<file path="config.mk">
export PLATFORM = sky130hd
export DESIGN_NAME = nec_ir_frame_decoder_flat
export DESIGN_NICKNAME = d
export VERILOG_FILES = /design/src/design/necird_pkg.sv /design/src/design/necird_req_if.sv /design/src/design/necird_rsp_if.sv /design/src/design/necird_csr.sv /design/src/design/necird_core.sv /design/src/design/nec_ir_frame_decoder.sv /design/src/flat_wrapper.sv
export VERILOG_INCLUDE_DIRS = /design/src /design/src/design
export SDC_FILE = /design/constraint.sdc
export NUM_CORES = 1
export LEC_CHECK = 0
export ABC_CLOCK_PERIOD_IN_PS = 5700
export BUFFER_PORTS_ARGS = -buffer_cell sky130_fd_sc_hd__buf_2
export CAP_MARGIN = 10
export CORE_MARGIN = 2
export CORE_UTILIZATION = 46
export DETAILED_ROUTE_END_ITERATION = 12
export GPL_ROUTABILITY_DRIVEN = 1
export PLACE_DENSITY = 0.66
export SYNTH_ARGS = -nofsm -noshare
export SYNTH_HDL_FRONTEND = slang
export SYNTH_SLANG_ARGS = --single-unit
</file>
<file path="constraint.sdc">
create_clock -name clock -period 5.7 [get_ports clock]
set_clock_uncertainty 0.2 [all_clocks]
set_input_delay 1.425 -clock clock [delete_from_list [all_inputs] [get_ports clock]]
set_output_delay 1.425 -clock clock [all_outputs]
set_load 0.05 [all_outputs]
</file>
<file path="src/design/assert_macros.svh">
// ----------------------------------------------------------------------------
// assertion macros
// concurrent assertion wrappers, empty when building for synthesis
// ----------------------------------------------------------------------------
`ifndef ASSERT_MACROS_SVH
`define ASSERT_MACROS_SVH
`ifndef SYNTHESIS
// plain property checked at every clock edge outside reset
`define NECIRD_ASSERT(lbl, clk, rst, prop, msg) \
   lbl: assert property (@(posedge clk) disable iff (rst) (prop)) else $error(msg);
// same-cycle implication
`define NECIRD_ASSERT_IMPL(lbl, clk, rst, ante, cons, msg) \
   lbl: assert property (@(posedge clk) disable iff (rst) (ante) |-> (cons)) else $error(msg);
// next-cycle implication
`define NECIRD_ASSERT_NEXT(lbl, clk, rst, ante, cons, msg) \
   lbl: assert property (@(posedge clk) disable iff (rst) (ante) |=> (cons)) else $error(msg);
`else
`define NECIRD_ASSERT(lbl, clk, rst, prop, msg)
`define NECIRD_ASSERT_IMPL(lbl, clk, rst, ante, cons, msg)
`define NECIRD_ASSERT_NEXT(lbl, clk, rst, ante, cons, msg)
`endif
`endif

</file>
<file path="src/design/necird_pkg.sv">
// ----------------------------------------------------------------------------
// necird_pkg
// types, register map and interval helpers of the ir frame decoder
// ----------------------------------------------------------------------------
package necird_pkg;

   // field widths
   localparam int TIME_W     = 16;
   localparam int LIMIT_W    = 8;
   localparam int ADDR_W     = 16;
   localparam int CMD_W      = 8;
   localparam int FULL_W     = 32;
   localparam int CSR_ADDR_W = 5;
   localparam int CSR_DATA_W = 32;

   typedef logic [TIME_W-1:0]  time_type;
   typedef logic [LIMIT_W-1:0] limit_type;

   // request kinds
   typedef enum logic [1:0] {
      REQ_EDGE = 2'd0,
      REQ_TICK = 2'd1,
      REQ_ARM  = 2'd2,
      REQ_STOP = 2'd3
   } req_kind_type;

   // result status codes
   typedef enum logic [1:0] {
      ST_OK        = 2'd0,
      ST_BIT_ERR   = 2'd1,
      ST_CHECK_ERR = 2'd2,
      ST_TIMEOUT   = 2'd3
   } status_type;

   // decoder phase
   typedef enum logic [1:0] {
      PH_IDLE = 2'd0,
      PH_HEAD = 2'd1,
      PH_RECV = 2'd2,
      PH_DONE = 2'd3
   } phase_type;

   // register indexes
   localparam logic [2:0] CSR_HEAD_TIME   = 3'd0;
   localparam logic [2:0] CSR_HEAD_MARGIN = 3'd1;
   localparam logic [2:0] CSR_ZERO_TIME   = 3'd2;
   localparam logic [2:0] CSR_ONE_TIME    = 3'd3;
   localparam logic [2:0] CSR_TIMEOUT     = 3'd4;

   // reset values
   localparam time_type  HEAD_TIME_RST   = 16'd13500;
   localparam time_type  HEAD_MARGIN_RST = 16'd3375;
   localparam time_type  ZERO_TIME_RST   = 16'd1125;
   localparam time_type  ONE_TIME_RST    = 16'd2250;
   localparam limit_type TIMEOUT_RST     = 8'd10;

   localparam logic [CMD_W-1:0] CHECK_XOR = 8'hFF;

   // configuration seen by the decoder
   typedef struct packed {
      time_type  head_time;
      time_type  head_margin;
      time_type  bit_zero_time;
      time_type  bit_one_time;
      limit_type timeout_limit;
   } cfg_type;

   // strictly inside nominal +/- nominal/4, no wrap
   function automatic logic in_window(time_type d, time_type nom);
      logic [TIME_W:0] q;
      logic [TIME_W:0] hi;
      logic [TIME_W:0] lo;
      q  = {3'b000, nom[TIME_W-1:2]};
      hi = {1'b0, nom} + q;
      lo = {1'b0, d} + q;
      return ({1'b0, d} < hi) && (lo > {1'b0, nom});
   endfunction

   // strictly inside head time +/- margin, no wrap
   function automatic logic head_hit(time_type d, time_type ht, time_type hm);
      logic [TIME_W:0] hi;
      logic [TIME_W:0] lo;
      hi = {1'b0, ht} + {1'b0, hm};
      lo = {1'b0, d} + {1'b0, hm};
      return ({1'b0, d} < hi) && (lo > {1'b0, ht});
   endfunction

endpackage

</file>
<file path="src/design/necird_req_if.sv">
// ----------------------------------------------------------------------------
// necird_req_if
// request channel: edge timestamps, ticks and arm/stop commands
// ----------------------------------------------------------------------------
interface necird_req_if import necird_pkg::*; ();
   logic                    valid;
   logic                    ready;
   logic [1:0]              req_type;
   logic [TIME_W-1:0]       edge_time;

   modport source (output valid, output req_type, output edge_time, input ready);
   modport sink   (input valid, input req_type, input edge_time, output ready);
endinterface

</file>
<file path="src/design/necird_rsp_if.sv">
// ----------------------------------------------------------------------------
// necird_rsp_if
// response channel: decoded frames and error status
// ----------------------------------------------------------------------------
interface necird_rsp_if import necird_pkg::*; ();
   logic                    valid;
   logic                    ready;
   logic [1:0]              status;
   logic [ADDR_W-1:0]       address;
   logic [CMD_W-1:0]        command;

   modport source (output valid, output status, output address, output command,
                   input ready);
   modport sink   (input valid, input status, input address, input command,
                   output ready);
endinterface

</file>
<file path="src/design/necird_csr.sv">
// ----------------------------------------------------------------------------
// necird_csr
// apb register bank holding the timing windows and timeout limit
// ----------------------------------------------------------------------------
module necird_csr import necird_pkg::*; (
   input  logic                  clock,
   input  logic                  reset,
   input  logic                  psel,
   input  logic                  penable,
   input  logic                  pwrite,
   input  logic [CSR_ADDR_W-1:0] paddr,
   input  logic [CSR_DATA_W-1:0] pwdata,
   output logic [CSR_DATA_W-1:0] prdata,
   output logic                  pready,
   output cfg_type               cfg
);

   cfg_type    cfg_ff;
   cfg_type    cfg_in;
   logic       wr_en;
   logic [2:0] idx;

   assign pready = 1'b1;
   assign idx    = paddr[CSR_ADDR_W-1:2];
   assign wr_en  = psel && penable && pwrite;
   assign cfg    = cfg_ff;

   // register write decode
   always_comb begin
      cfg_in = cfg_ff;
      if (wr_en) begin
         unique case (idx)
            CSR_HEAD_TIME:   cfg_in.head_time     = pwdata[TIME_W-1:0];
            CSR_HEAD_MARGIN: cfg_in.head_margin   = pwdata[TIME_W-1:0];
            CSR_ZERO_TIME:   cfg_in.bit_zero_time = pwdata[TIME_W-1:0];
            CSR_ONE_TIME:    cfg_in.bit_one_time  = pwdata[TIME_W-1:0];
            CSR_TIMEOUT:     cfg_in.timeout_limit = pwdata[LIMIT_W-1:0];
            default: ;
         endcase
      end
   end

   always_ff @(posedge clock) begin
      if (reset) begin
         cfg_ff.head_time     <= HEAD_TIME_RST;
         cfg_ff.head_margin   <= HEAD_MARGIN_RST;
         cfg_ff.bit_zero_time <= ZERO_TIME_RST;
         cfg_ff.bit_one_time  <= ONE_TIME_RST;
         cfg_ff.timeout_limit <= TIMEOUT_RST;
      end else begin
         cfg_ff <= cfg_in;
      end
   end

   // read back
   always_comb begin
      unique case (idx)
         CSR_HEAD_TIME:   prdata = CSR_DATA_W'(cfg_ff.head_time);
         CSR_HEAD_MARGIN: prdata = CSR_DATA_W'(cfg_ff.head_margin);
         CSR_ZERO_TIME:   prdata = CSR_DATA_W'(cfg_ff.bit_zero_time);
         CSR_ONE_TIME:    prdata = CSR_DATA_W'(cfg_ff.bit_one_time);
         CSR_TIMEOUT:     prdata = CSR_DATA_W'(cfg_ff.timeout_limit);
         default:         prdata = '0;
      endcase
   end

endmodule

</file>
<file path="src/design/necird_core.sv">
// ----------------------------------------------------------------------------
// necird_core
// input register, frame state machine and response register
// ----------------------------------------------------------------------------
`include "assert_macros.svh"

module necird_core import necird_pkg::*; #(
   parameter int FRAME_BITS = 32
) (
   input  logic           clock,
   input  logic           reset,
   input  cfg_type        cfg,
   necird_req_if.sink     req_chan,
   necird_rsp_if.source   rsp_chan
);

   localparam int BIT_W = $clog2(FRAME_BITS);

   // input register
   logic         in_vld_ff, in_vld_in;
   req_kind_type in_kind_ff;
   time_type     in_time_ff;
   logic         accept;
   logic         fire;

   // decoder state
   phase_type            phase_ff, phase_in;
   time_type             last_ff, last_in;
   logic                 have_ff, have_in;
   logic [BIT_W-1:0]     bit_ff, bit_in;
   logic [FRAME_BITS-1:0] frame_ff, frame_in;
   limit_type            ticks_ff, ticks_in;

   // response register
   logic              out_vld_ff, out_vld_in;
   status_type        status_ff;
   logic [ADDR_W-1:0] address_ff;
   logic [CMD_W-1:0]  command_ff;

   // per-item working values
   logic                  emit;
   status_type            emit_status;
   logic [ADDR_W-1:0]     emit_addr;
   logic [CMD_W-1:0]      emit_cmd;
   logic                  clear;
   phase_type             clear_phase;
   time_type              interval;
   limit_type             ticks_inc;
   logic                  is_one;
   logic                  is_zero;
   logic [FRAME_BITS-1:0] frame_next;
   logic [FULL_W-1:0]     word;
   logic                  bit_last;

   // handshake: process when the response slot is free or draining
   assign fire           = in_vld_ff && (!out_vld_ff || rsp_chan.ready);
   assign req_chan.ready = !in_vld_ff || fire;
   assign accept         = req_chan.valid && req_chan.ready;

   always_comb begin
      in_vld_in = in_vld_ff;
      if (accept) begin
         in_vld_in = 1'b1;
      end else if (fire) begin
         in_vld_in = 1'b0;
      end
   end

   always_ff @(posedge clock) begin
      if (reset) begin
         in_vld_ff <= 1'b0;
      end else begin
         in_vld_ff <= in_vld_in;
      end
   end

   always_ff @(posedge clock) begin
      if (accept) begin
         in_kind_ff <= req_kind_type'(req_chan.req_type);
         in_time_ff <= req_chan.edge_time;
      end
   end

   // interval classification
   assign interval   = in_time_ff - last_ff;
   assign ticks_inc  = (ticks_ff == '1) ? ticks_ff : ticks_ff + limit_type'(1);
   assign is_one     = in_window(interval, cfg.bit_one_time);
   assign is_zero    = in_window(interval, cfg.bit_zero_time);
   assign frame_next = is_one ? (frame_ff | (FRAME_BITS'(1) << bit_ff)) : frame_ff;
   assign word       = FULL_W'(frame_next);
   assign bit_last   = (bit_ff == BIT_W'(FRAME_BITS - 1));

   // next state and result
   always_comb begin
      phase_in    = phase_ff;
      last_in     = last_ff;
      have_in     = have_ff;
      bit_in      = bit_ff;
      frame_in    = frame_ff;
      ticks_in    = ticks_ff;
      emit        = 1'b0;
      emit_status = ST_OK;
      emit_addr   = '0;
      emit_cmd    = '0;
      clear       = 1'b0;
      clear_phase = PH_HEAD;
      if (fire) begin
         unique case (in_kind_ff)
            REQ_ARM: begin
               clear = 1'b1;
            end
            REQ_STOP: begin
               clear       = 1'b1;
               clear_phase = PH_IDLE;
            end
            REQ_TICK: begin
               // timeout only counts once a frame is under way or done
               if (phase_ff == PH_RECV || phase_ff == PH_DONE) begin
                  if (ticks_inc >= cfg.timeout_limit) begin
                     clear = 1'b1;
                     if (phase_ff == PH_RECV) begin
                        emit        = 1'b1;
                        emit_status = ST_TIMEOUT;
                     end
                  end else begin
                     ticks_in = ticks_inc;
                  end
               end
            end
            REQ_EDGE: begin
               ticks_in = '0;
               if (phase_ff != PH_IDLE) begin
                  if (!have_ff || phase_ff == PH_DONE) begin
                     // reference edge only
                     last_in = in_time_ff;
                     have_in = 1'b1;
                  end else begin
                     last_in = in_time_ff;
                     if (phase_ff == PH_HEAD) begin
                        if (head_hit(interval, cfg.head_time, cfg.head_margin)) begin
                           phase_in = PH_RECV;
                           bit_in   = '0;
                           frame_in = '0;
                        end
                     end else if (!is_one && !is_zero) begin
                        clear       = 1'b1;
                        emit        = 1'b1;
                        emit_status = ST_BIT_ERR;
                     end else if (!bit_last) begin
                        bit_in   = bit_ff + BIT_W'(1);
                        frame_in = frame_next;
                     end else if ((word[23:16] ^ word[31:24]) == CHECK_XOR) begin
                        // complete frame with good command check
                        phase_in  = PH_DONE;
                        bit_in    = '0;
                        frame_in  = '0;
                        emit      = 1'b1;
                        emit_addr = {word[7:0], word[15:8]};
                        emit_cmd  = word[23:16];
                     end else begin
                        clear       = 1'b1;
                        emit        = 1'b1;
                        emit_status = ST_CHECK_ERR;
                     end
                  end
               end
            end
         endcase
      end
      // drop the capture and go to the chosen phase
      if (clear) begin
         phase_in = clear_phase;
         have_in  = 1'b0;
         bit_in   = '0;
         frame_in = '0;
         ticks_in = '0;
      end
   end

   always_ff @(posedge clock) begin
      if (reset) begin
         phase_ff <= PH_IDLE;
         last_ff  <= '0;
         have_ff  <= 1'b0;
         bit_ff   <= '0;
         frame_ff <= '0;
         ticks_ff <= '0;
      end else begin
         phase_ff <= phase_in;
         last_ff  <= last_in;
         have_ff  <= have_in;
         bit_ff   <= bit_in;
         frame_ff <= frame_in;
         ticks_ff <= ticks_in;
      end
   end

   // response register
   always_comb begin
      out_vld_in = out_vld_ff;
      if (fire && emit) begin
         out_vld_in = 1'b1;
      end else if (rsp_chan.ready) begin
         out_vld_in = 1'b0;
      end
   end

   always_ff @(posedge clock) begin
      if (reset) begin
         out_vld_ff <= 1'b0;
      end else begin
         out_vld_ff <= out_vld_in;
      end
   end

   always_ff @(posedge clock) begin
      if (fire && emit) begin
         status_ff  <= emit_status;
         address_ff <= emit_addr;
         command_ff <= emit_cmd;
      end
   end

   assign rsp_chan.valid   = out_vld_ff;
   assign rsp_chan.status  = status_ff;
   assign rsp_chan.address = address_ff;
   assign rsp_chan.command = command_ff;

   // checks
   `NECIRD_ASSERT_IMPL(a_rsp_from_fire, clock, reset, $rose(out_vld_ff), $past(fire), "response without a processed transaction")
   `NECIRD_ASSERT_NEXT(a_ok_to_done, clock, reset, fire && emit && emit_status == ST_OK, phase_ff == PH_DONE, "decoded frame did not enter done phase")
   `NECIRD_ASSERT(a_bit_idx_idle, clock, reset, phase_ff == PH_RECV || bit_ff == '0, "bit index nonzero outside receive phase")
   `NECIRD_ASSERT_IMPL(a_err_payload, clock, reset, out_vld_ff && status_ff != ST_OK, address_ff == '0 && command_ff == '0, "error response carries frame data")

endmodule

</file>
<file path="src/design/nec_ir_frame_decoder.sv">
// ----------------------------------------------------------------------------
// nec_ir_frame_decoder
// extended nec infrared frame decoder working on edge timestamps
// ----------------------------------------------------------------------------
// The req_chan channel carries one transaction per edge timestamp, timer tick,
// arm or stop command. The decoder is armed, waits for a header interval,
// then sorts the following intervals into ones and zeros and reports a
// decoded frame, a bit timing error, a failed command check or a timeout on
// rsp_chan. Most transactions give no response.
// Timing windows and the tick timeout are set through the apb port and may
// only be changed while no transaction is in flight.
// A response is written into the response register after its request has passed
// the input register and the classify logic.
// Throughput: one transaction per cycle; a stalled response holds only
// while rsp_chan.ready is low, and req_chan.ready drops once the input
// register is also full.
// Reset returns the registers to their defaults, the decoder to idle and
// empties both the input and response registers.
// ----------------------------------------------------------------------------
module nec_ir_frame_decoder import necird_pkg::*; #(
   parameter int FRAME_BITS = 32
) (
   input  logic                  clock,
   input  logic                  reset,
   input  logic                  psel,
   input  logic                  penable,
   input  logic                  pwrite,
   input  logic [CSR_ADDR_W-1:0] paddr,
   input  logic [CSR_DATA_W-1:0] pwdata,
   output logic [CSR_DATA_W-1:0] prdata,
   output logic                  pready,
   necird_req_if.sink            req_chan,
   necird_rsp_if.source          rsp_chan
);

   cfg_type cfg;

   // register bank
   necird_csr u_csr (
      .clock   (clock),
      .reset   (reset),
      .psel    (psel),
      .penable (penable),
      .pwrite  (pwrite),
      .paddr   (paddr),
      .pwdata  (pwdata),
      .prdata  (prdata),
      .pready  (pready),
      .cfg     (cfg)
   );

   // decoder
   necird_core #(
      .FRAME_BITS (FRAME_BITS)
   ) u_core (
      .clock    (clock),
      .reset    (reset),
      .cfg      (cfg),
      .req_chan (req_chan),
      .rsp_chan (rsp_chan)
   );

endmodule
</file>
<file path="src/flat_wrapper.sv">
// flat-port wrapper written by rule: the top's interface ports become plain ports
module nec_ir_frame_decoder_flat import necird_pkg::*;
#(
   parameter int FRAME_BITS = 32
)
  (clock, reset, psel, penable, pwrite, paddr, pwdata, prdata, pready, req_chan_valid, req_chan_req_type, req_chan_edge_time, req_chan_ready, rsp_chan_valid, rsp_chan_status, rsp_chan_address, rsp_chan_command, rsp_chan_ready);
  necird_req_if req_chan_i ();
  necird_rsp_if rsp_chan_i ();
  input  logic clock;
  input  logic reset;
  input  logic psel;
  input  logic penable;
  input  logic pwrite;
  input  logic [CSR_ADDR_W-1:0] paddr;
  input  logic [CSR_DATA_W-1:0] pwdata;
  output logic [CSR_DATA_W-1:0] prdata;
  output logic pready;
  input wire logic [$bits(req_chan_i.valid)-1:0] req_chan_valid;
  input wire logic [$bits(req_chan_i.req_type)-1:0] req_chan_req_type;
  input wire logic [$bits(req_chan_i.edge_time)-1:0] req_chan_edge_time;
  output wire logic [$bits(req_chan_i.ready)-1:0] req_chan_ready;
  output wire logic [$bits(rsp_chan_i.valid)-1:0] rsp_chan_valid;
  output wire logic [$bits(rsp_chan_i.status)-1:0] rsp_chan_status;
  output wire logic [$bits(rsp_chan_i.address)-1:0] rsp_chan_address;
  output wire logic [$bits(rsp_chan_i.command)-1:0] rsp_chan_command;
  input wire logic [$bits(rsp_chan_i.ready)-1:0] rsp_chan_ready;
  assign req_chan_i.valid = req_chan_valid;
  assign req_chan_i.req_type = req_chan_req_type;
  assign req_chan_i.edge_time = req_chan_edge_time;
  assign req_chan_ready = req_chan_i.ready;
  assign rsp_chan_valid = rsp_chan_i.valid;
  assign rsp_chan_status = rsp_chan_i.status;
  assign rsp_chan_address = rsp_chan_i.address;
  assign rsp_chan_command = rsp_chan_i.command;
  assign rsp_chan_i.ready = rsp_chan_ready;
  nec_ir_frame_decoder #(.FRAME_BITS(FRAME_BITS)) u_core (.clock(clock), .reset(reset), .psel(psel), .penable(penable), .pwrite(pwrite), .paddr(paddr), .pwdata(pwdata), .prdata(prdata), .pready(pready), .req_chan(req_chan_i), .rsp_chan(rsp_chan_i));
endmodule
</file>
## Word level (Yosys, flattened, before mapping)

Index checks and enable logic that the tools add are counted.
Widths: inputs -> output; s select.

- Flip-flop bits (word level): 182

- Bitwise operators: 8
- Equal/unequal tests: 21
- $lt $le $gt $ge: 7
- Shift-type cells: 1
- $add $sub $neg: 9
- Muxes and demuxes: 62
- Reductions and logical operators: 42

Operators with widths:

| operator | number |
|---|---|
| $mux 32 | 6 |
| $pmux 16 s5 | 1 |
| $add 16x14->17 | 4 |
| $gt 17x16->1 | 3 |
| $lt 16x17->1 | 3 |
| $mux 2 | 19 |
| $add 16x16->17 | 2 |
| $or 32x32->32 | 1 |
| $shl 1x5->32 const A | 1 |
| $mux 5 | 5 |
| $mux 1 | 24 |
| $mux 8 | 3 |
| $eq 8x8->1 const B | 2 |
| $pmux 8 s2 | 1 |
| $sub 16x16->16 | 1 |
| $reduce_bool 2->1 | 7 |
| $reduce_and 2->1 | 5 |
| $logic_and 1x1->1 | 9 |
| $add 8x1->8 const B | 1 |
| $eq 2x2->1 const B | 4 |
| $ge 8x8->1 | 1 |
| $ne 2x2->1 const B | 4 |
| $reduce_and 4->1 | 2 |
| $reduce_and 8->1 | 1 |
| 24 further kinds | 40 |

## Longest topological paths before layout

- Word-level depth: 17
- Depth in mapped cells: 32
- Mapped depth without buffers: 29

## Modules after synthesis

From an unflattened synthesis, not the netlist that was laid out.

- Cells, all modules: 1798
- Area, all modules: 15583.7 um^2

By module, submodules not included:

| module | area each (um^2) | instances | cells each |
|---|---|---|---|
| necird_core | 11952.7 | 1 | 1434 |
| necird_csr | 3631.0 | 1 | 364 |

## Worst setup path after synthesis

OpenSTA, ideal clock, no wires.

- Path kind: register to register
- Start point: register u_core.u_core.in_time_ff[0]
- End point: register u_core.u_core.frame_ff[14]
- Arrival: 5.831 ns
- Path buffers: 3
- Period minus slack after synthesis: 6.147 ns
- Path slack: -0.447 ns
- Stages on the path, launching flop included: 32
- Setup time: 0.117 ns
- Path through: edfxtp_1 -> inv_1 -> ha_1 -> inv_1 -> fa_1 -> a21oi_1 -> o2bb2ai_1 -> o41ai_2 -> nor2_1 -> o21ai_0 -> nand2b_1 -> a21oi_1 -> xnor2_1 -> ha_1 -> and2_1 -> o21a_1 -> a311o_1 -> a21oi_1 -> xnor2_1 -> ha_1 -> nand2_1 -> or4_1 -> o21ai_0 -> a41oi_1 -> a211oi_1 -> or3_1 -> buf_2 -> buf_2 -> buf_2 -> nor2_1 -> a31oi_1 -> nor3_2

- Cells in the longest elaborated chain, start to end: 16
- Elaborated cells on any way between the ends: 35
- Classes of those cells: add/sub (4); order compare (6); eq/ne (4); mux (12); bitwise (1); reduce/logical (8)

RTL lines:

| item | RTL line | source |
|---|---|---|
| from (decl) | necird_core.sv:22 | `time_type in_time_ff;` |
| from (signal assigned) | necird_core.sv:80 | `in_time_ff <= req_chan.edge_time;` |
| $sub 16x16->16 * | necird_core.sv:85 | `assign interval = in_time_ff - last_ff;` |
| $add 16x14->17 | necird_pkg.sv:75 | `lo = {1'b0, d} + q;` |
| $gt 17x16->1 | necird_pkg.sv:76 | `return ({1'b0, d} < hi) && (lo > {1'b0, nom});` |
| $logic_and 1x1->1 | necird_pkg.sv:76 |  |
| $mux 32 | necird_core.sv:89 | `assign frame_next = is_one ? (frame_ff \| (FRAME_BITS'(1) << bit_ff)) : frame_ff;` |
| $xor 8x8->8 | necird_core.sv:152 | `end else if ((word[23:16] ^ word[31:24]) == CHECK_XOR) begin` |
| $eq 8x8->1 | necird_core.sv:152 |  |
| $mux 1 | necird_core.sv:152 |  |
| $mux 1 | necird_core.sv:149 | `end else if (!bit_last) begin` |
| $mux 1 | necird_core.sv:145 | `end else if (!is_one && !is_zero) begin` |
| $mux 1 | necird_core.sv:139 | `if (phase_ff == PH_HEAD) begin` |
| $mux 1 | necird_core.sv:133 | `if (!have_ff \|\| phase_ff == PH_DONE) begin` |
| $mux 1 | necird_core.sv:132 | `if (phase_ff != PH_IDLE) begin` |
| $pmux 1 s3 | necird_core.sv:108 | `unique case (in_kind_ff)` |
| $mux 1 | necird_core.sv:107 | `if (fire) begin` |
| $reduce_or 2->1 (no line) | n/a |  |
| to (signal assigned) | necird_core.sv:193 | `frame_ff <= frame_in;` |
| to (decl) | necird_core.sv:31 | `logic [FRAME_BITS-1:0] frame_ff, frame_in;` |

Every way passes the cells marked *; elsewhere a longest branch is shown, timed or not. The select of a mux whose other input is x is not followed.
A chain may end at the register's enable or synchronous reset.

## Final worst setup path

- Start point: register u_core.u_core.in_time_ff[4]
- End point: register u_core.u_core.command_ff[1], in the netlist u_core.u_core.rsp_chan.command[1], data pin

- Cells in the longest elaborated chain, start to end: 9
- Elaborated cells on any way between the ends: 17
- Classes of those cells: add/sub (3); order compare (4); eq/ne (1); mux (1); bitwise (2); reduce/logical (6)

RTL lines:

| item | RTL line | source |
|---|---|---|
| $sub 16x16->16 * | necird_core.sv:85 |  |
| $add 16x14->17 | necird_pkg.sv:75 |  |
| $gt 17x16->1 | necird_pkg.sv:76 |  |
| $logic_and 1x1->1 | necird_pkg.sv:76 |  |
| $mux 32 | necird_core.sv:89 |  |
| $xor 8x8->8 | necird_core.sv:152 |  |
| $eq 8x8->1 | necird_core.sv:152 |  |
| $not 1->1 (no line) | n/a |  |
| $reduce_or 8->1 (no line) | n/a |  |
| to (signal assigned) | necird_core.sv:220 | `command_ff <= emit_cmd;` |
| to (decl) | necird_core.sv:38 | `logic [CMD_W-1:0] command_ff;` |

Every way passes the cells marked *; elsewhere a longest branch is shown, timed or not.

==> impl_metrics.toml <==
[global_route]
grt-ovfl-total = 0
track_usage_pct = 26.8
grt_antenna_before_repair = 0
grt_pass1_wl_mm = 74.9
grt_max_degree = 89
grt_pass1_vias = 13927

[yosys]
seq_area_frac_synth_pct = 26.7
syn_avg_cell_area_um2 = 8.25
synthFlopType = "dfxtp_1"
synth_edf_count = 44
netlist_area_um2 = 15300
async_reset_ff_share_pct = 0
postSynthCellCount = 1856
synth_cell_type_count = 89
synth_seq_cells = 182
ys_warn_count = 0

[setup_path]
critPathLaunch = "u_core.u_core.in_time_ff[4]$_DFFE_PP_"
cp-start-kind = "flop"
crit_buf_inv = 7
cp_slowest_cell = "edfxtp_1"
r2r_start = "u_core.u_core.in_time_ff[4]$_DFFE_PP_"
criticalPathCategory = "flop to flop"
r2r_slack_ps = -460
critPathMaxFanout = 5
cp-end-kind = "flop"
worst_ep_arrival_time_ps = 6280
path_delay_family = "compound AO/OA/AOI/OAI gates"
required_ps = 5820
crit_path_max_incr_delay_ps = 430
cpMostUsedCell = "buf_4"

[timing]
worst_pin_slew_ps = 1020
rsz0062_at_grt = "true"
slew_viol_final = 0
max_freq_ghz = 0.162
slew-limit-headroom_pct = 32.1
finalCritPeriodShare_pct = 108
fin_crit_ps = 6160
hold_viol_final = 0
setup_viol = 100
worst_slack_ps = -456
holdWs_ps = 256

[cells_and_area]
syn_to_final_growth_pct = 29.3
layout_common_cells = "207 x nand2_1, 200 x buf_4, 197 x ha_1, 138 x dfxtp_1, 132 x inv_1"
antenna_cells = 0
layout-drive-gt1-share_pct = 26.0
num-nets-final = 2424
final_common_cell = "nand2_1"

[die]
rows = 66
ios = 123
die_area_um2 = 34800
fp.coreArea_um2 = 32700
start_util_pct = 46.8
die_y_um = 186
die_w_um = 186

[clock_network]
clk_pin_slew_ps = 80
clk-insertion-delay-late_ps = 460
numCtsBuffers = 17
cts_tree = "yes"
ctsHoldBuffers = 0
cts_sinks = 182
cts_root_buffer = "clkbuf_16"
cts_buffer_depth = 2
htreeDepth = 4

[route]
vias = 14923
wl_per_cell_um = 18.8
via_per_inst = 5.75
first_pass_iters = 6
drt_iter0_drc = 1197
drc = 0
drt-total-wl_mm = 48.8
antenna_left = 0

[worst_hold_path]
hold_path_class = "flop to flop"
hp-start = "u_core.u_core.last_ff[2]$_SDFFE_PP0P_"

[job]
cap_violations = 0

[place]
hpwlAfterDp_mm = 35.9
finalWeightedCongestion = 0.932
portBuffers = 87

[status]
outcome = "finished, violations left"
failed_checks = "setup timing"

[power_and_ir_drop]
power.density_nw_per_um2 = 219
ir_drop_mv = 0.228
p_leak_nw = 8.24
finalPower_mw = 4.34
state kept, by name (all words and copies together) (netlist names), 2 cells and up:
| register | cells |
|---|---|
| u_core.u_core.bit_ff | 5 |
| u_core.u_csr.cfg | 72 |
| u_core.u_core.rsp_chan.address | 16 |
| u_core.u_core.ticks_ff | 8 |
| u_core.u_core.phase_ff | 2 |
| u_core.u_core.rsp_chan.status | 2 |
| u_core.u_core.last_ff | 16 |
| u_core.u_core.in_time_ff | 16 |
| u_core.u_core.in_kind_ff | 2 |
| u_core.u_core.rsp_chan.command | 8 |
| u_core.u_core.frame_ff | 32 |
per-layer routing:
layer  routed length [µm]  track usage [%]  up-vias  share of wire (%)
li1                     -                -     7249                  -
met1                22300             37.5     7065                 46
met2                21900             42.0      518                 45
met3                 2940             3.46       91                6.0
met4                 1570             10.4        0                3.2
met5                    0                0        -                  0
Yosys cell counts, drive strengths merged (33+ instances only):
cell type,n,area (µm²)
dfxtp,138,2760
nand3,41,205
a31oi,42,269
nor2b,33,206
a21oi,154,771
nand2,212,796
nor3,64,410
buf,36,234
clkbuf,47,176
xnor2,68,603
o21ai,72,360
edfxtp,44,1320
o21a,47,353
nor2,141,539
inv,133,499
ha,215,2690
a21o,36,272
path summary, 6_finish.rpt:
check	to	depth (start not counted)
setup / recovery	u_core.u_core.rsp_chan.command[1]$_SDFFCE_PP0P_	30
hold / removal	u_core.u_core.last_ff[2]$_SDFFE_PP0P_	2
setup reg to reg	u_core.u_core.rsp_chan.command[1]$_SDFFCE_PP0P_	30
hold reg to reg	u_core.u_core.last_ff[2]$_SDFFE_PP0P_	2
metrics by stage:
stage               utilization (%)  worst slack, ps  instances  TNS, ps  cell area [µm²]
finish                         60.6             -456       2595   -36270            19800
global route                   60.6             -722       2595   -65790            19800
CTS                            58.0             -343       2561   -25040            19000
detailed placement             53.7             -822       2502   -73050            17600
global placement               53.7             -705       2502   -62280            17600
floorplan                         -             6.02       1871        0            15500
cell families after synthesis:
family                     after synthesis  share of synthesized area [%]
xor gates and xnor gates                95                           5.48
adders and majority gates              222                           18.5
buffers and inverters                  216                           5.94
AOI/OAI and AO/OA                      515                           22.2
muxes                                   23                           2.19
other                                    2                         0.0490
and+or+nand+nor                        601                           19.0
DFF                                    182                           26.7
cell type report:
| type | instances | area, µm² |
|---|---|---|
| clock buffer | 17 | 425 |
| clock inverter | 15 | 166 |
| fill | 2916 | 12900 |
| inverter | 133 | 499 |
| multi-input combinational | 1473 | 11400 |
| sequential | 182 | 4080 |
| tap | 442 | 553 |
| timing repair buffer | 333 | 2690 |
worst reg2reg max path, delay by kind of cell, from the launching register on:
kind	cells	cell delay, ps
buf+inv	7	1140
fa+ha+maj	3	850
compound gates	12	1840
flops	1	430
simple gates	6	1350
xor+xnor	2	220
power breakdown:
part / total (mW) / switching, mW / internal (mW)
registers: 1.36 / 0.0199 / 1.34
logic: 1.77 / 0.951 / 0.824
clock network: 1.20 / 0.618 / 0.586
repair_timing:
action | 4_1_cts | 5_1_grt
resized for setup | 101 | 99
gates cloned | 3 | 11
buffers inserted | 25 | 24
setup endpoints to repair | 101 | 101
endpoints found under the hold margin | 0 | 0
pin swaps | 58 | 74
Note: power is estimated with default switching activity, not from simulation.
